`config.mk`:
```
export PLATFORM = sky130hd
export DESIGN_NAME = ucb_child_selector_flat
export DESIGN_NICKNAME = d
export VERILOG_FILES = /design/src/sv/ucb_pkg.sv /design/src/sv/ucb_if.sv /design/src/sv/ucb_div.sv /design/src/sv/ucb_sqrt.sv /design/src/sv/ucb_dp.sv /design/src/sv/ucb_ctrl.sv /design/src/sv/ucb_child_selector.sv /design/src/flat_wrapper.sv
export SDC_FILE = /design/constraint.sdc
export NUM_CORES = 2
export LEC_CHECK = 0
export BUFFER_PORTS_ARGS = -buffer_cell sky130_fd_sc_hd__buf_4
export CORE_MARGIN = 2
export CORE_UTILIZATION = 61
export CTS_BUF_LIST = sky130_fd_sc_hd__clkbuf_8
export DETAILED_ROUTE_END_ITERATION = 7
export PLACE_DENSITY = 0.88
export SYNTH_ARGS = -nofsm -noshare
export SYNTH_HDL_FRONTEND = slang
export SYNTH_HIERARCHICAL = 1
export SYNTH_SLANG_ARGS = --single-unit
```
`constraint.sdc`:
```
create_clock -name clock -period 12 [get_ports clock]
set_input_delay 0.6 -clock clock [delete_from_list [all_inputs] [get_ports clock]]
set_output_delay 0.6 -clock clock [all_outputs]
set_load 0.02 [all_outputs]
```
`src/sv/ucb_pkg.sv`:
```
// Shared types and constants of the UCB child selector.
`default_nettype none
package ucb_pkg;

   localparam int GAIN_W    = 24;
   localparam int VISITS_W  = 24;
   localparam int WINS_W    = 32;
   localparam int PRIOR_W   = 17;
   localparam int SCORE_W   = 40;
   localparam int IDX_W     = 8;
   localparam int CSR_IDX_W = 1;

   localparam logic [CSR_IDX_W-1:0] CSR_GAIN = 1'b0;
   localparam logic [CSR_IDX_W-1:0] CSR_MODE = 1'b1;

   localparam logic [GAIN_W-1:0] GAIN_RESET = 24'd65536;

   localparam int DIV_NW = 40;
   localparam int DIV_DW = 25;
   localparam int SQ_RW  = 56;
   localparam int SQ_QW  = 28;
   localparam int E_W    = 37;
   localparam int G_W    = 25;
   localparam int L_W    = 21;

   localparam logic [SCORE_W-1:0] HALF_Q16 = 40'd32768;
   localparam logic [SCORE_W-1:0] ONE_Q16  = 40'd65536;
   localparam logic [31:0]        LN2_Q32  = 32'd2977044471;

   localparam logic [2:0] MUL_CP = 3'd0;
   localparam logic [2:0] MUL_GS = 3'd1;
   localparam logic [2:0] MUL_MM = 3'd2;
   localparam logic [2:0] MUL_LN = 3'd3;
   localparam logic [2:0] MUL_CR = 3'd4;

   localparam logic [1:0] DIV_Q = 2'd0;
   localparam logic [1:0] DIV_E = 2'd1;
   localparam logic [1:0] DIV_X = 2'd2;

   localparam logic SQ_S = 1'b0;
   localparam logic SQ_R = 1'b1;

   typedef struct packed {
      logic       load;
      logic       q_half;
      logic       div_start;
      logic [1:0] div_sel;
      logic       q_cap;
      logic [2:0] mul_sel;
      logic       g_cap;
      logic       sq_start;
      logic       sq_sel;
      logic       e_div_cap;
      logic       ln_init;
      logic       norm_shift;
      logic       l2_init;
      logic       sq_step;
      logic       l_cap;
      logic       l_zero;
      logic       e_mul_cap;
      logic       sum;
      logic       finish;
   } ucb_cmd_type;

   typedef struct packed {
      logic visits_zero;
      logic parent_le1;
      logic puct;
      logic unv_taken;
      logic div_done;
      logic sq_done;
      logic m_top;
      logic bit_zero;
      logic rsp_busy;
   } ucb_stat_type;

endpackage
`default_nettype wire

```
`src/sv/ucb_if.sv`:
```
// Request and response channel interfaces of the UCB child selector.
`default_nettype none
interface ucb_req_if;
   logic                         valid;
   logic                         ready;
   logic [ucb_pkg::VISITS_W-1:0] child_visits;
   logic [ucb_pkg::WINS_W-1:0]   child_wins;
   logic [ucb_pkg::PRIOR_W-1:0]  child_prior;
   logic [ucb_pkg::VISITS_W-1:0] parent_visits;
   logic                         mover_is_max;
   logic                         last_child;
   modport source (output valid, child_visits, child_wins, child_prior, parent_visits,
                   mover_is_max, last_child, input ready);
   modport sink (input valid, child_visits, child_wins, child_prior, parent_visits,
                 mover_is_max, last_child, output ready);
endinterface

interface ucb_rsp_if;
   logic                        valid;
   logic                        ready;
   logic [ucb_pkg::IDX_W-1:0]   child_index;
   logic [ucb_pkg::SCORE_W-1:0] score;
   logic                        score_valid;
   logic [ucb_pkg::IDX_W-1:0]   best_index;
   logic                        group_done;
   modport source (output valid, child_index, score, score_valid, best_index, group_done,
                   input ready);
   modport sink (input valid, child_index, score, score_valid, best_index, group_done,
                 output ready);
endinterface
`default_nettype wire

```
`src/sv/ucb_div.sv`:
```
// Restoring divider, one quotient bit per cycle.
`default_nettype none
module ucb_div import ucb_pkg::*; (
   input  logic              clock,
   input  logic              reset,
   input  logic              start,
   input  logic [DIV_NW-1:0] dividend,
   input  logic [DIV_DW-1:0] divisor,
   output logic [DIV_NW-1:0] quotient,
   output logic              done
);
   localparam int CW = $clog2(DIV_NW);

   logic [DIV_NW-1:0] quo_ff, quo_in;
   logic [DIV_DW-1:0] rem_ff, rem_in, dvs_ff, dvs_in;
   logic [CW-1:0]     cnt_ff, cnt_in;
   logic              busy_ff, busy_in, done_ff, done_in;
   logic [DIV_DW:0]   shifted, diff;

   always_comb begin
      shifted = {rem_ff, quo_ff[DIV_NW-1]};
      diff    = shifted - {1'b0, dvs_ff};
      quo_in  = quo_ff;
      rem_in  = rem_ff;
      dvs_in  = dvs_ff;
      cnt_in  = cnt_ff;
      busy_in = busy_ff;
      done_in = 1'b0;
      if (start) begin
         quo_in  = dividend;
         rem_in  = '0;
         dvs_in  = divisor;
         cnt_in  = '0;
         busy_in = 1'b1;
      end else if (busy_ff) begin
         if (shifted >= {1'b0, dvs_ff}) begin
            rem_in = diff[DIV_DW-1:0];
            quo_in = {quo_ff[DIV_NW-2:0], 1'b1};
         end else begin
            rem_in = shifted[DIV_DW-1:0];
            quo_in = {quo_ff[DIV_NW-2:0], 1'b0};
         end
         cnt_in = cnt_ff + 1'b1;
         if (cnt_ff == CW'(DIV_NW - 1)) begin
            busy_in = 1'b0;
            done_in = 1'b1;
         end
      end
   end

   always_ff @(posedge clock) begin
      if (reset) begin
         busy_ff <= 1'b0;
         done_ff <= 1'b0;
      end else begin
         busy_ff <= busy_in;
         done_ff <= done_in;
      end
   end

   always_ff @(posedge clock) begin
      quo_ff <= quo_in;
      rem_ff <= rem_in;
      dvs_ff <= dvs_in;
      cnt_ff <= cnt_in;
   end

   assign quotient = quo_ff;
   assign done     = done_ff;
endmodule
`default_nettype wire

```
`src/sv/ucb_sqrt.sv`:
```
// Digit-by-digit integer square root, one root bit per cycle.
`default_nettype none
module ucb_sqrt import ucb_pkg::*; (
   input  logic             clock,
   input  logic             reset,
   input  logic             start,
   input  logic [SQ_RW-1:0] radicand,
   output logic [SQ_QW-1:0] root,
   output logic             done
);
   localparam int CW = $clog2(SQ_QW);

   logic [SQ_RW-1:0] rad_ff, rad_in;
   logic [SQ_QW+1:0] rem_ff, rem_in;
   logic [SQ_QW-1:0] root_ff, root_in;
   logic [CW-1:0]    cnt_ff, cnt_in;
   logic             busy_ff, busy_in, done_ff, done_in;
   logic [SQ_QW+3:0] cur, trial, diff;

   always_comb begin
      cur     = {rem_ff, rad_ff[SQ_RW-1:SQ_RW-2]};
      trial   = {2'b00, root_ff, 2'b01};
      diff    = cur - trial;
      rad_in  = rad_ff;
      rem_in  = rem_ff;
      root_in = root_ff;
      cnt_in  = cnt_ff;
      busy_in = busy_ff;
      done_in = 1'b0;
      if (start) begin
         rad_in  = radicand;
         rem_in  = '0;
         root_in = '0;
         cnt_in  = '0;
         busy_in = 1'b1;
      end else if (busy_ff) begin
         rad_in = {rad_ff[SQ_RW-3:0], 2'b00};
         if (cur >= trial) begin
            rem_in  = diff[SQ_QW+1:0];
            root_in = {root_ff[SQ_QW-2:0], 1'b1};
         end else begin
            rem_in  = cur[SQ_QW+1:0];
            root_in = {root_ff[SQ_QW-2:0], 1'b0};
         end
         cnt_in = cnt_ff + 1'b1;
         if (cnt_ff == CW'(SQ_QW - 1)) begin
            busy_in = 1'b0;
            done_in = 1'b1;
         end
      end
   end

   always_ff @(posedge clock) begin
      if (reset) begin
         busy_ff <= 1'b0;
         done_ff <= 1'b0;
      end else begin
         busy_ff <= busy_in;
         done_ff <= done_in;
      end
   end

   always_ff @(posedge clock) begin
      rad_ff  <= rad_in;
      rem_ff  <= rem_in;
      root_ff <= root_in;
      cnt_ff  <= cnt_in;
   end

   assign root = root_ff;
   assign done = done_ff;
endmodule
`default_nettype wire

```
`src/sv/ucb_dp.sv`:
```
// Datapath: operand registers, shared multiplier, divider, square root and group state.
`default_nettype none
module ucb_dp import ucb_pkg::*; #(
   parameter int MAX_CHILDREN = 256
) (
   input  logic                 clock,
   input  logic                 reset,
   input  ucb_cmd_type          cmd,
   output ucb_stat_type         stat,
   input  logic                 csr_we,
   input  logic [CSR_IDX_W-1:0] csr_index,
   input  logic [GAIN_W-1:0]    csr_wdata,
   input  logic [VISITS_W-1:0]  child_visits,
   input  logic [WINS_W-1:0]    child_wins,
   input  logic [PRIOR_W-1:0]   child_prior,
   input  logic [VISITS_W-1:0]  parent_visits,
   input  logic                 mover_is_max,
   input  logic                 last_child,
   input  logic                 rsp_ready,
   output logic                 rsp_valid,
   output logic [IDX_W-1:0]     rsp_child_index,
   output logic [SCORE_W-1:0]   rsp_score,
   output logic                 rsp_score_valid,
   output logic [IDX_W-1:0]     rsp_best_index,
   output logic                 rsp_group_done
);
   localparam int LIMIT = (MAX_CHILDREN < 256) ? MAX_CHILDREN : 256;
   localparam logic [IDX_W-1:0] CNT_LAST = IDX_W'(LIMIT - 1);

   logic [GAIN_W-1:0]   gain_ff;
   logic                mode_ff;
   logic [VISITS_W-1:0] vis_ff, par_ff;
   logic [WINS_W-1:0]   wins_ff;
   logic [PRIOR_W-1:0]  prior_ff;
   logic                max_ff, last_ff;
   logic [SCORE_W-1:0]  q_ff, score_ff;
   logic                sv_ff;
   logic [E_W-1:0]      e_ff;
   logic [G_W-1:0]      g_ff;
   logic [31:0]         m_ff;
   logic [4:0]          k_ff;
   logic [3:0]          bit_ff;
   logic [L_W-1:0]      l2_ff, l_ff;
   logic [63:0]         prod_ff;
   logic [31:0]         mul_a, mul_b;
   logic [DIV_NW-1:0]   div_n, quo;
   logic [DIV_DW-1:0]   div_d;
   logic                div_done, sq_done;
   logic [SQ_RW-1:0]    sq_rad;
   logic [SQ_QW-1:0]    root;
   logic [SCORE_W-1:0]  q_adj;
   logic [32:0]         m2;
   logic [SCORE_W:0]    sum_w;

   logic [SCORE_W-1:0]  best_score_ff, best_score_in;
   logic [IDX_W-1:0]    best_child_ff, best_child_in, cnt_ff, cnt_in;
   logic                have_ff, have_in, unv_ff, unv_in;
   logic                rsp_valid_ff;
   logic [IDX_W-1:0]    o_idx_ff, o_best_ff, o_best_in;
   logic [SCORE_W-1:0]  o_score_ff;
   logic                o_sv_ff, o_done_ff;

   ucb_div u_div (
      .clock, .reset, .start(cmd.div_start), .dividend(div_n), .divisor(div_d),
      .quotient(quo), .done(div_done)
   );

   ucb_sqrt u_sqrt (
      .clock, .reset, .start(cmd.sq_start), .radicand(sq_rad), .root(root), .done(sq_done)
   );

   always_comb begin
      case (cmd.mul_sel)
         MUL_CP: begin
            mul_a = 32'(gain_ff);
            mul_b = 32'(prior_ff);
         end
         MUL_GS: begin
            mul_a = 32'(g_ff);
            mul_b = 32'(root);
         end
         MUL_MM: begin
            mul_a = m_ff;
            mul_b = m_ff;
         end
         MUL_LN: begin
            mul_a = 32'(l2_ff);
            mul_b = LN2_Q32;
         end
         MUL_CR: begin
            mul_a = 32'(gain_ff);
            mul_b = 32'(root[18:0]);
         end
         default: begin
            mul_a = '0;
            mul_b = '0;
         end
      endcase
   end

   always_comb begin
      case (cmd.div_sel)
         DIV_Q: begin
            div_n = {wins_ff, 8'd0};
            div_d = DIV_DW'(vis_ff);
         end
         DIV_E: begin
            div_n = DIV_NW'(prod_ff[52:16]);
            div_d = DIV_DW'(vis_ff) + 1'b1;
         end
         DIV_X: begin
            div_n = DIV_NW'(l_ff);
            div_d = DIV_DW'(vis_ff);
         end
         default: begin
            div_n = '0;
            div_d = '0;
         end
      endcase
   end

   assign sq_rad = (cmd.sq_sel == SQ_S) ? {par_ff, 32'd0} : {19'd0, quo[L_W-1:0], 16'd0};

   always_comb begin
      if (max_ff) begin
         q_adj = quo;
      end else if (quo > ONE_Q16) begin
         q_adj = '0;
      end else begin
         q_adj = ONE_Q16 - quo;
      end
   end

   assign m2    = prod_ff[63:31];
   assign sum_w = {1'b0, q_ff} + (SCORE_W + 1)'(e_ff);

   always_comb begin
      best_score_in = best_score_ff;
      best_child_in = best_child_ff;
      have_in       = have_ff;
      unv_in        = unv_ff;
      if (!mode_ff && !unv_ff && vis_ff == '0) begin
         unv_in        = 1'b1;
         best_child_in = cnt_ff;
         have_in       = 1'b1;
      end
      if (sv_ff && !unv_in && (!have_in || score_ff > best_score_in)) begin
         best_score_in = score_ff;
         best_child_in = cnt_ff;
         have_in       = 1'b1;
      end
      o_best_in = (last_ff && have_in) ? best_child_in : '0;
      if (last_ff) begin
         best_score_in = '0;
         best_child_in = '0;
         have_in       = 1'b0;
         unv_in        = 1'b0;
         cnt_in        = '0;
      end else if (cnt_ff == CNT_LAST) begin
         cnt_in = '0;
      end else begin
         cnt_in = cnt_ff + 1'b1;
      end
   end

   always_ff @(posedge clock) begin
      if (reset) begin
         gain_ff       <= GAIN_RESET;
         mode_ff       <= 1'b0;
         best_score_ff <= '0;
         best_child_ff <= '0;
         cnt_ff        <= '0;
         have_ff       <= 1'b0;
         unv_ff        <= 1'b0;
         rsp_valid_ff  <= 1'b0;
      end else begin
         if (csr_we) begin
            case (csr_index)
               CSR_GAIN: gain_ff <= csr_wdata;
               CSR_MODE: mode_ff <= csr_wdata[0];
               default:  gain_ff <= gain_ff;
            endcase
         end
         if (cmd.finish) begin
            best_score_ff <= best_score_in;
            best_child_ff <= best_child_in;
            cnt_ff        <= cnt_in;
            have_ff       <= have_in;
            unv_ff        <= unv_in;
            rsp_valid_ff  <= 1'b1;
         end else if (rsp_ready) begin
            rsp_valid_ff  <= 1'b0;
         end
      end
   end

   always_ff @(posedge clock) begin
      prod_ff <= 64'(mul_a) * 64'(mul_b);
      if (cmd.load) begin
         vis_ff   <= child_visits;
         wins_ff  <= child_wins;
         prior_ff <= child_prior;
         par_ff   <= parent_visits;
         max_ff   <= mover_is_max;
         last_ff  <= last_child;
         q_ff     <= '0;
         e_ff     <= '0;
         score_ff <= '0;
         sv_ff    <= 1'b0;
      end
      if (cmd.q_half)    q_ff <= HALF_Q16;
      if (cmd.q_cap)     q_ff <= q_adj;
      if (cmd.g_cap)     g_ff <= prod_ff[40:16];
      if (cmd.e_div_cap) e_ff <= quo[E_W-1:0];
      if (cmd.e_mul_cap) e_ff <= E_W'(prod_ff[42:16]);
      if (cmd.ln_init) begin
         m_ff   <= 32'(par_ff);
         k_ff   <= 5'd31;
         bit_ff <= 4'd15;
      end
      if (cmd.norm_shift) begin
         m_ff <= {m_ff[30:0], 1'b0};
         k_ff <= k_ff - 1'b1;
      end
      if (cmd.l2_init) l2_ff <= {k_ff, 16'd0};
      if (cmd.sq_step) begin
         if (m2[32]) begin
            m_ff  <= m2[32:1];
            l2_ff <= l2_ff | (L_W'(1) << bit_ff);
         end else begin
            m_ff  <= m2[31:0];
         end
         bit_ff <= bit_ff - 1'b1;
      end
      if (cmd.l_cap)  l_ff <= prod_ff[52:32];
      if (cmd.l_zero) l_ff <= '0;
      if (cmd.sum) begin
         score_ff <= sum_w[SCORE_W] ? '1 : sum_w[SCORE_W-1:0];
         sv_ff    <= 1'b1;
      end
      if (cmd.finish) begin
         o_idx_ff   <= cnt_ff;
         o_score_ff <= score_ff;
         o_sv_ff    <= sv_ff;
         o_best_ff  <= o_best_in;
         o_done_ff  <= last_ff;
      end
   end

   assign stat.visits_zero = (vis_ff == '0);
   assign stat.parent_le1  = (par_ff <= VISITS_W'(1));
   assign stat.puct        = mode_ff;
   assign stat.unv_taken   = unv_ff;
   assign stat.div_done    = div_done;
   assign stat.sq_done     = sq_done;
   assign stat.m_top       = m_ff[31];
   assign stat.bit_zero    = (bit_ff == '0);
   assign stat.rsp_busy    = rsp_valid_ff && !rsp_ready;

   assign rsp_valid       = rsp_valid_ff;
   assign rsp_child_index = o_idx_ff;
   assign rsp_score       = o_score_ff;
   assign rsp_score_valid = o_sv_ff;
   assign rsp_best_index  = o_best_ff;
   assign rsp_group_done  = o_done_ff;
endmodule
`default_nettype wire

```
`src/sv/ucb_ctrl.sv`:
```
// Controller state machine that sequences the scoring steps of one child.
`default_nettype none
module ucb_ctrl import ucb_pkg::*; (
   input  logic         clock,
   input  logic         reset,
   input  logic         req_valid,
   output logic         req_ready,
   input  ucb_stat_type stat,
   output ucb_cmd_type  cmd
);
   localparam logic [4:0] S_IDLE  = 5'd0;
   localparam logic [4:0] S_Q0    = 5'd1;
   localparam logic [4:0] S_QW    = 5'd2;
   localparam logic [4:0] S_BR    = 5'd3;
   localparam logic [4:0] S_PG    = 5'd4;
   localparam logic [4:0] S_PG2   = 5'd5;
   localparam logic [4:0] S_PS    = 5'd6;
   localparam logic [4:0] S_PM    = 5'd7;
   localparam logic [4:0] S_PM2   = 5'd8;
   localparam logic [4:0] S_PD    = 5'd9;
   localparam logic [4:0] S_UN    = 5'd10;
   localparam logic [4:0] S_UNORM = 5'd11;
   localparam logic [4:0] S_ULM   = 5'd12;
   localparam logic [4:0] S_ULS   = 5'd13;
   localparam logic [4:0] S_ULN   = 5'd14;
   localparam logic [4:0] S_ULN2  = 5'd15;
   localparam logic [4:0] S_UD    = 5'd16;
   localparam logic [4:0] S_UDW   = 5'd17;
   localparam logic [4:0] S_USQ   = 5'd18;
   localparam logic [4:0] S_USW   = 5'd19;
   localparam logic [4:0] S_UM    = 5'd20;
   localparam logic [4:0] S_UM2   = 5'd21;
   localparam logic [4:0] S_SUM   = 5'd22;
   localparam logic [4:0] S_OUT   = 5'd23;

   logic [4:0] state_ff, state_in;

   always_comb begin
      state_in  = state_ff;
      cmd       = '0;
      req_ready = 1'b0;
      case (state_ff)
         S_IDLE: begin
            req_ready = 1'b1;
            if (req_valid) begin
               cmd.load = 1'b1;
               state_in = S_Q0;
            end
         end
         S_Q0: begin
            if (!stat.puct && (stat.unv_taken || stat.visits_zero)) begin
               state_in = S_OUT;
            end else if (stat.visits_zero) begin
               cmd.q_half = 1'b1;
               state_in   = S_BR;
            end else begin
               cmd.div_start = 1'b1;
               cmd.div_sel   = DIV_Q;
               state_in      = S_QW;
            end
         end
         S_QW: begin
            if (stat.div_done) begin
               cmd.q_cap = 1'b1;
               state_in  = S_BR;
            end
         end
         S_BR: begin
            state_in = stat.puct ? S_PG : S_UN;
         end
         S_PG: begin
            cmd.mul_sel = MUL_CP;
            state_in    = S_PG2;
         end
         S_PG2: begin
            cmd.g_cap    = 1'b1;
            cmd.sq_start = 1'b1;
            cmd.sq_sel   = SQ_S;
            state_in     = S_PS;
         end
         S_PS: begin
            if (stat.sq_done) state_in = S_PM;
         end
         S_PM: begin
            cmd.mul_sel = MUL_GS;
            state_in    = S_PM2;
         end
         S_PM2: begin
            cmd.div_start = 1'b1;
            cmd.div_sel   = DIV_E;
            state_in      = S_PD;
         end
         S_PD: begin
            if (stat.div_done) begin
               cmd.e_div_cap = 1'b1;
               state_in      = S_SUM;
            end
         end
         S_UN: begin
            if (stat.parent_le1) begin
               cmd.l_zero = 1'b1;
               state_in   = S_UD;
            end else begin
               cmd.ln_init = 1'b1;
               state_in    = S_UNORM;
            end
         end
         S_UNORM: begin
            if (stat.m_top) begin
               cmd.l2_init = 1'b1;
               state_in    = S_ULM;
            end else begin
               cmd.norm_shift = 1'b1;
            end
         end
         S_ULM: begin
            cmd.mul_sel = MUL_MM;
            state_in    = S_ULS;
         end
         S_ULS: begin
            cmd.sq_step = 1'b1;
            state_in    = stat.bit_zero ? S_ULN : S_ULM;
         end
         S_ULN: begin
            cmd.mul_sel = MUL_LN;
            state_in    = S_ULN2;
         end
         S_ULN2: begin
            cmd.l_cap = 1'b1;
            state_in  = S_UD;
         end
         S_UD: begin
            cmd.div_start = 1'b1;
            cmd.div_sel   = DIV_X;
            state_in      = S_UDW;
         end
         S_UDW: begin
            if (stat.div_done) state_in = S_USQ;
         end
         S_USQ: begin
            cmd.sq_start = 1'b1;
            cmd.sq_sel   = SQ_R;
            state_in     = S_USW;
         end
         S_USW: begin
            if (stat.sq_done) state_in = S_UM;
         end
         S_UM: begin
            cmd.mul_sel = MUL_CR;
            state_in    = S_UM2;
         end
         S_UM2: begin
            cmd.e_mul_cap = 1'b1;
            state_in      = S_SUM;
         end
         S_SUM: begin
            cmd.sum  = 1'b1;
            state_in = S_OUT;
         end
         S_OUT: begin
            if (!stat.rsp_busy) begin
               cmd.finish = 1'b1;
               state_in   = S_IDLE;
            end
         end
         default: begin
            state_in = S_IDLE;
         end
      endcase
   end

   always_ff @(posedge clock) begin
      if (reset) begin
         state_ff <= S_IDLE;
      end else begin
         state_ff <= state_in;
      end
   end
endmodule
`default_nettype wire

```
`src/sv/ucb_child_selector.sv`:
```
// Top level of the UCB1/PUCT child selector.
// One child beat at a time. The work per child is set by the bit-serial divider
// and square-root unit, in PUCT mode and in UCB1 mode, and in UCB1 mode also by
// the 16 squaring steps of the log. An unvisited or skipped UCB1 child goes
// straight to its result without scoring. A new beat is taken while a result waits.
// Synchronous reset clears the group state and loads the register defaults.
`default_nettype none
module ucb_child_selector import ucb_pkg::*; #(
   parameter int MAX_CHILDREN = 256
) (
   input  logic                 clock,
   input  logic                 reset,
   ucb_req_if.sink              req_if,
   ucb_rsp_if.source            rsp_if,
   input  logic                 csr_we,
   input  logic [CSR_IDX_W-1:0] csr_index,
   input  logic [GAIN_W-1:0]    csr_wdata
);
   ucb_cmd_type  cmd;
   ucb_stat_type stat;

   ucb_ctrl u_ctrl (
      .clock, .reset, .req_valid(req_if.valid), .req_ready(req_if.ready), .stat, .cmd
   );

   ucb_dp #(.MAX_CHILDREN(MAX_CHILDREN)) u_dp (
      .clock, .reset, .cmd, .stat, .csr_we, .csr_index, .csr_wdata,
      .child_visits(req_if.child_visits), .child_wins(req_if.child_wins),
      .child_prior(req_if.child_prior), .parent_visits(req_if.parent_visits),
      .mover_is_max(req_if.mover_is_max), .last_child(req_if.last_child),
      .rsp_ready(rsp_if.ready), .rsp_valid(rsp_if.valid),
      .rsp_child_index(rsp_if.child_index), .rsp_score(rsp_if.score),
      .rsp_score_valid(rsp_if.score_valid), .rsp_best_index(rsp_if.best_index),
      .rsp_group_done(rsp_if.group_done)
   );

   a_busy_after_accept: assert property (@(posedge clock) disable iff (reset)
      req_if.valid && req_if.ready |=> !req_if.ready)
      else $error("request accepted while a child is in work");

   a_best_only_on_done: assert property (@(posedge clock) disable iff (reset)
      rsp_if.valid && !rsp_if.group_done |-> rsp_if.best_index == '0)
      else $error("best index shown before last child");

   a_score_zero_unscored: assert property (@(posedge clock) disable iff (reset)
      rsp_if.valid && !rsp_if.score_valid |-> rsp_if.score == '0)
      else $error("score shown for unscored child");

   a_finish_frees_slot: assert property (@(posedge clock) disable iff (reset)
      cmd.finish |=> rsp_if.valid)
      else $error("finished child lost");
endmodule
`default_nettype wire

```
`src/flat_wrapper.sv`:
```
// flat-port wrapper written by rule: the top's interface ports become plain ports
module ucb_child_selector_flat import ucb_pkg::*;
#(
   parameter int MAX_CHILDREN = 256
)
  (clock, reset, csr_we, csr_index, csr_wdata, req_if_valid, req_if_child_visits, req_if_child_wins, req_if_child_prior, req_if_parent_visits, req_if_mover_is_max, req_if_last_child, req_if_ready, rsp_if_valid, rsp_if_child_index, rsp_if_score, rsp_if_score_valid, rsp_if_best_index, rsp_if_group_done, rsp_if_ready);
  ucb_req_if req_if_i ();
  ucb_rsp_if rsp_if_i ();
  input  logic clock;
  input  logic reset;
  input  logic csr_we;
  input  logic [CSR_IDX_W-1:0] csr_index;
  input  logic [GAIN_W-1:0] csr_wdata;
  input wire logic [$bits(req_if_i.valid)-1:0] req_if_valid;
  input wire logic [$bits(req_if_i.child_visits)-1:0] req_if_child_visits;
  input wire logic [$bits(req_if_i.child_wins)-1:0] req_if_child_wins;
  input wire logic [$bits(req_if_i.child_prior)-1:0] req_if_child_prior;
  input wire logic [$bits(req_if_i.parent_visits)-1:0] req_if_parent_visits;
  input wire logic [$bits(req_if_i.mover_is_max)-1:0] req_if_mover_is_max;
  input wire logic [$bits(req_if_i.last_child)-1:0] req_if_last_child;
  output wire logic [$bits(req_if_i.ready)-1:0] req_if_ready;
  output wire logic [$bits(rsp_if_i.valid)-1:0] rsp_if_valid;
  output wire logic [$bits(rsp_if_i.child_index)-1:0] rsp_if_child_index;
  output wire logic [$bits(rsp_if_i.score)-1:0] rsp_if_score;
  output wire logic [$bits(rsp_if_i.score_valid)-1:0] rsp_if_score_valid;
  output wire logic [$bits(rsp_if_i.best_index)-1:0] rsp_if_best_index;
  output wire logic [$bits(rsp_if_i.group_done)-1:0] rsp_if_group_done;
  input wire logic [$bits(rsp_if_i.ready)-1:0] rsp_if_ready;
  assign req_if_i.valid = req_if_valid;
  assign req_if_i.child_visits = req_if_child_visits;
  assign req_if_i.child_wins = req_if_child_wins;
  assign req_if_i.child_prior = req_if_child_prior;
  assign req_if_i.parent_visits = req_if_parent_visits;
  assign req_if_i.mover_is_max = req_if_mover_is_max;
  assign req_if_i.last_child = req_if_last_child;
  assign req_if_ready = req_if_i.ready;
  assign rsp_if_valid = rsp_if_i.valid;
  assign rsp_if_child_index = rsp_if_i.child_index;
  assign rsp_if_score = rsp_if_i.score;
  assign rsp_if_score_valid = rsp_if_i.score_valid;
  assign rsp_if_best_index = rsp_if_i.best_index;
  assign rsp_if_group_done = rsp_if_i.group_done;
  assign rsp_if_i.ready = rsp_if_ready;
  ucb_child_selector #(.MAX_CHILDREN(MAX_CHILDREN)) u_core (.clock(clock), .reset(reset), .req_if(req_if_i), .rsp_if(rsp_if_i), .csr_we(csr_we), .csr_index(csr_index), .csr_wdata(csr_wdata));
endmodule
```
### Word level (Yosys, flattened, before mapping)

Index checks and enable logic that the tools add are counted.

* register bits after elaboration: 755
* logic and storage cells: 240

* $add $sub $neg: 10
* multiply operators: 1
* $lt $le $gt $ge: 5
* equal/unequal tests: 40
* shift-type cells: 1
* mux-type cells: 97
* bitwise gates (word level): 4
* reduce and logical (&&, ||, !) cells: 38

Operators with widths (number)
* 40-bit two-way mux: 11
* 56-bit two-way mux: 3
* 32-bit one-hot mux with 5 select lines: 1
* 32-bit two-way mux: 4
* 32-bit one-hot mux with 4 select lines: 1
* 40-bit one-hot mux with 3 select lines: 1
* 5-bit one-hot mux with 24 select lines: 1
* 37-bit two-way mux: 2
* 32-bit by 32-bit multiplier with 64-bit output: 1
* 21-bit two-way mux: 3
* 5-bit two-way mux: 12
* 25-bit one-hot mux with 2 select lines: 1
* 5-bit == test, second input constant: 9
* 40-bit by 37-bit adder with 41-bit output: 1
* 5-bit by 4-bit == test with 1-bit output, second input constant: 8
* 40-bit by 17-bit > comparator with 1-bit output, second input constant: 1
* 40-bit > comparator: 1
* 8-bit two-way mux: 5
* 17-bit by 40-bit subtractor with 40-bit output, first input constant: 1
* 1-bit two-way mux: 39
* 32-bit by 30-bit greater-or-equal comparator with 1-bit output: 1
* 30-bit two-way mux: 1
* 30-bit subtractor: 1
* 27-bit two-way mux: 1
* other kinds (44): 86

### Logic depth before layout (Yosys ltp)

* word-level depth: 9
* mapped depth: 41
* depth with buffers taken out: 35

### Modules after synthesis

The synthesis kept the hierarchy.

By module, submodules not included
* ucb_dp: instances 1, cells each 6068, area an instance 56659.3 um^2
* ucb_sqrt: instances 1, cells each 650, area an instance 6556.3 um^2
* ucb_div: instances 1, cells each 482, area an instance 5237.5 um^2
* ucb_ctrl: instances 1, cells each 126, area an instance 863.3 um^2

### Worst setup path before layout

No wires, ideal clock.

* kind: register -> register
* start point: reg u_core.u_ctrl.state_ff[0]
* end point: reg u_core.u_dp.prod_ff[59]
* library setup time: 0.072 ns
* data arrival time: 9.472 ns
* path slack: 2.456 ns
* cell stages (with the launch flop): 40
* buffers on the path: 9
* period minus slack after synthesis: 9.544 ns
* cell sequence: dfxtp_1 -> buf_6 -> buf_2 -> nor2b_1 -> nor3b_1 -> buf_2 -> nor2b_1 -> clkbuf_1 -> and2_1 -> clkbuf_1 -> clkbuf_1 -> nand2_1 -> and4_1 -> clkbuf_1 -> clkbuf_1 -> nor2_1 -> fa_1 -> fa_1 -> (+4 left out) -> fa_1 -> inv_1 -> fa_1 -> inv_1 -> fa_1 -> fa_1 -> ha_1 -> clkbuf_1 -> a21o_1 -> a221o_1 -> nor4_1 -> o211ai_1 -> a21oi_2 -> o211ai_1 -> a21oi_1 -> o21bai_1 -> a21oi_1 -> xnor2_1

RTL lines
* start: declaration: line ucb_ctrl.sv:36 `logic [4:0] state_ff, state_in;`
* start signal: assignment: line ucb_ctrl.sv:176 `state_ff <= state_in;`
* end signal: assignment: line ucb_dp.sv:198 `prod_ff <= 64'(mul_a) * 64'(mul_b);`
* end: declaration: line ucb_dp.sv:44 `logic [63:0] prod_ff;`

==> flow_summary.yaml <==
sta:
  maxSlewHeadroom_pct: 7.81
  setup_slack_ns: 0.709
  rsz0062_at_grt: "no"
  hold_viol: 0
  setup_tns_ns: 0
  timing.hold.ws_ns: 0.0496
  finalCritPeriodShare_pct: 94.1
  drv_slew: 0
  skew_ns: 0.0692
  fmax_mhz: 88.6
  worst_pin_slew_ns: 1.38
  period_needed_ns: 11.29
  setup_viol: 0
detailed_routing:
  drt_iter0_drc: 7235
  wl_per_cell_microns: 25.1
  vias: 57123
  route.met3.wl_mm: 32.8
  first_pass_iters: 8
  drt_wl_total_mm: 229
  wl_met1_mm: 82.4
  top_layer_used: "met5"
  route.met2.wl_mm: 95.9
  vias_per_cell: 6.25
  drcViolationCount: 8
  ant_nets: 0
grt:
  grt_max_degree: 86
  grt_pass1_vias: 57249
  antenna_found_initial: 17
  overflow: 0
  grt_pass1_wl_mm: 344
  grt_usage_pct: 39.4
setup_path:
  rrSetupSlack_ns: 0.71
  crit_path_start: "u_core/u_ctrl/state_ff[2]"
  critical_path_peak_fanout: 18
  cp_slowest_cell: "and4_1"
  r2r_end: "u_core/u_dp/prod_ff[56]"
  crit_type: "reg -> reg"
  r2r_cells: 32
  path_depth: 32
  crit_end: "u_core/u_dp/prod_ff[56]"
  cp_top_family: "adder cells"
  critPathLaunchType: "flip-flop"
  end_kind: "flip-flop"
  cp.arrival_ns: 11.95
  cp.required_ns: 12.66
  crit_path_max_incr_delay_ns: 0.81
  path_common_cell: "fa_1"
  r2r-start: "u_core/u_ctrl/state_ff[2]"
  cp_num_buf_inv: 8
power_and_ir_drop:
  irDropWorstVdd_uv: 175
  p_per_area_nw_per_um2: 150
  finalPower_mw: 11.4
  p_leak_nw: 34.3
layout:
  post-route-util_pct: 67.5
  seq_area_sq_um: 19400
  finalInstanceArea_sq_um: 76100
  final_cells: 9133
  multi_input_area_sq_um: 44500
  fill_cells: 8346
  drive_above_1_share_pct: 9.91
  nets: 8956
  area_growth_pct: 9.76
cts:
  h-tree-depth: 3
  cts.path.max_buffers: 3
  insertion_delay_ns: 0.82
  cts_tree: "yes"
  cts_resized: 0
  cts.clk_slew.worst_paths_ns: 0.07
  clock-sinks: 739
  cts_buffers: 109
  root_buffer: "clkbuf_8"
synth:
  yosysMostFrequentCell: "inv_1"
  synth-seq-area-share_pct: 27.9
  ys_warn_count: 6
  ys_async_sr_fraction_pct: 0
  synth_edf_count: 456
  synth_common_cells: "1096 x inv_1, 945 x nor2_1, 897 x fa_1"
  syn-instance-count: 7326
  synth_ff_type: "edfxtp_1"
  synthDistinctLibCells: 110
  synthTopCellsByArea: "fa_1 26%, edfxtp_1 20%, dfxtp_1 8.2%, ha_1 7.3%, inv_1 5.9%"
  syn_area_per_cell_sq_um: 9.46
  synthesis.area_sq_um: 69300
  synth.top_cell.area_share_pct: 25.9
  ys_seq_elements: 739
  synth_top_area_cell: "fa_1"
status:
  violations: "DRC"
  outcome: "complete, but fails checks"
hold_path:
  holdCritPathClass: "in -> reg"
run:
  drv_cap: 0
die:
  io_pins: 189
  start_util_pct: 61.5
  die_y_microns: 341
  die_w_microns: 341
  coreArea_sq_um: 113000
  num_rows: 123
  dieArea_sq_um: 116000
place:
  gp_congestion: 1.09
  dp_slack_ns: 1.13
  portBuffers: 188
  placed_area_sq_um: 72500
  dp_cells: 8812
  hpwlAfterDp_mm: 169
[repair_timing]
item | in CTS | in global routing
setup buffers | 0 | 0
hold endpoints to repair | 102 | 0
hold buffers | 102 | 0
[sequential cells by signal, indices dropped and copies added (netlist names), 28 cells and up]
signal	flops
u_core/u_dp/score_ff	40
u_core/u_dp/rsp_score	40
u_core/u_dp/m_ff	32
u_core/u_dp/prod_ff	48
u_core/u_dp/u_div/quotient	40
u_core/u_dp/u_sqrt/rem_ff	30
u_core/u_dp/u_sqrt/root	28
u_core/u_dp/e_ff	37
u_core/u_dp/q_ff	40
u_core/u_dp/u_sqrt/rad_ff	56
u_core/u_dp/wins_ff	32
u_core/u_dp/best_score_ff	40
[cells in the final DEF, fill, tap and decap left out, types with 133 or more instances in the layout]
cell	n
ha_1	405
inv_1	1120
fa_1	897
buf_4	351
nand2_1	850
dfxtp_1	281
o21ai_0	169
nor2_1	939
clkbuf_8	133
a21oi_1	310
edfxtp_1	456
[worst min path at each step]
stage	cells past startpoint	from	slack, ns	to
after floorplan	0	u_core/u_dp/cnt_ff[3]	0.41	u_core/u_dp/rsp_child_index[3]
after global placement	2	u_core/u_dp/l2_ff[5]	0.45	u_core/u_dp/l2_ff[5]
after detailed placement	1	u_core/u_dp/best_score_ff[2]	0.46	u_core/u_dp/best_score_ff[2]
after CTS	3	csr_wdata[19]	0.003	u_core/u_dp/gain_ff[19]
after global routing	3	csr_wdata[19]	0.03	u_core/u_dp/gain_ff[19]
final	3	csr_wdata[19]	0.05	u_core/u_dp/gain_ff[19]
[tightest hold or removal path, cell delays in order]
cell and delay, ns:
buf_4 0.11, nand2_1 0.05, a21oi_1 0.05
[cells by family (layout without fill, tap and decap cells)]
family          after synthesis  in the layout  synth area share, %
simple gates               2330           2330                 14.7
mux                         242            242                 3.69
flops                       739            739                 27.9
other cells                   1             27              0.00541
compound gates             1044           1044                 9.92
fa+ha+maj                  1302           1302                 33.2
buf+inv                    1481           1762                 8.16
xor+xnor                    187            187                 2.36
[per-layer routing]
| layer | GRT usage, % | up-vias |
|---|---|---|
| met4 | 24.3 | 16 |
| li1 | - | 24168 |
| met2 | 57.0 | 4078 |
| met5 | 0 | - |
| met3 | 14.5 | 1101 |
| met1 | 50.3 | 27760 |
[final cells by class]
class | instances | share of cell area [%]
Multi-Input combinational cell | 5121 | 58.5
Clock buffer | 133 | 2.41
Clock inverter | 75 | 0.878
Antenna cell | 11 | 0.0362
Sequential cell | 739 | 25.4
Tap cell | 1500 | 2.47
Inverter | 1101 | 5.43
Timing Repair Buffer | 453 | 4.81
[report_power, final]
group | total, mW | internal, mW | switching, mW
registers | 3.83 | 3.27 | 0.555
logic | 5.22 | 1.96 | 3.26
clock network | 2.34 | 1.24 | 1.10
total | 11.4 | 6.47 | 4.91
No activity file was read; power rests on OpenSTA's default activity.
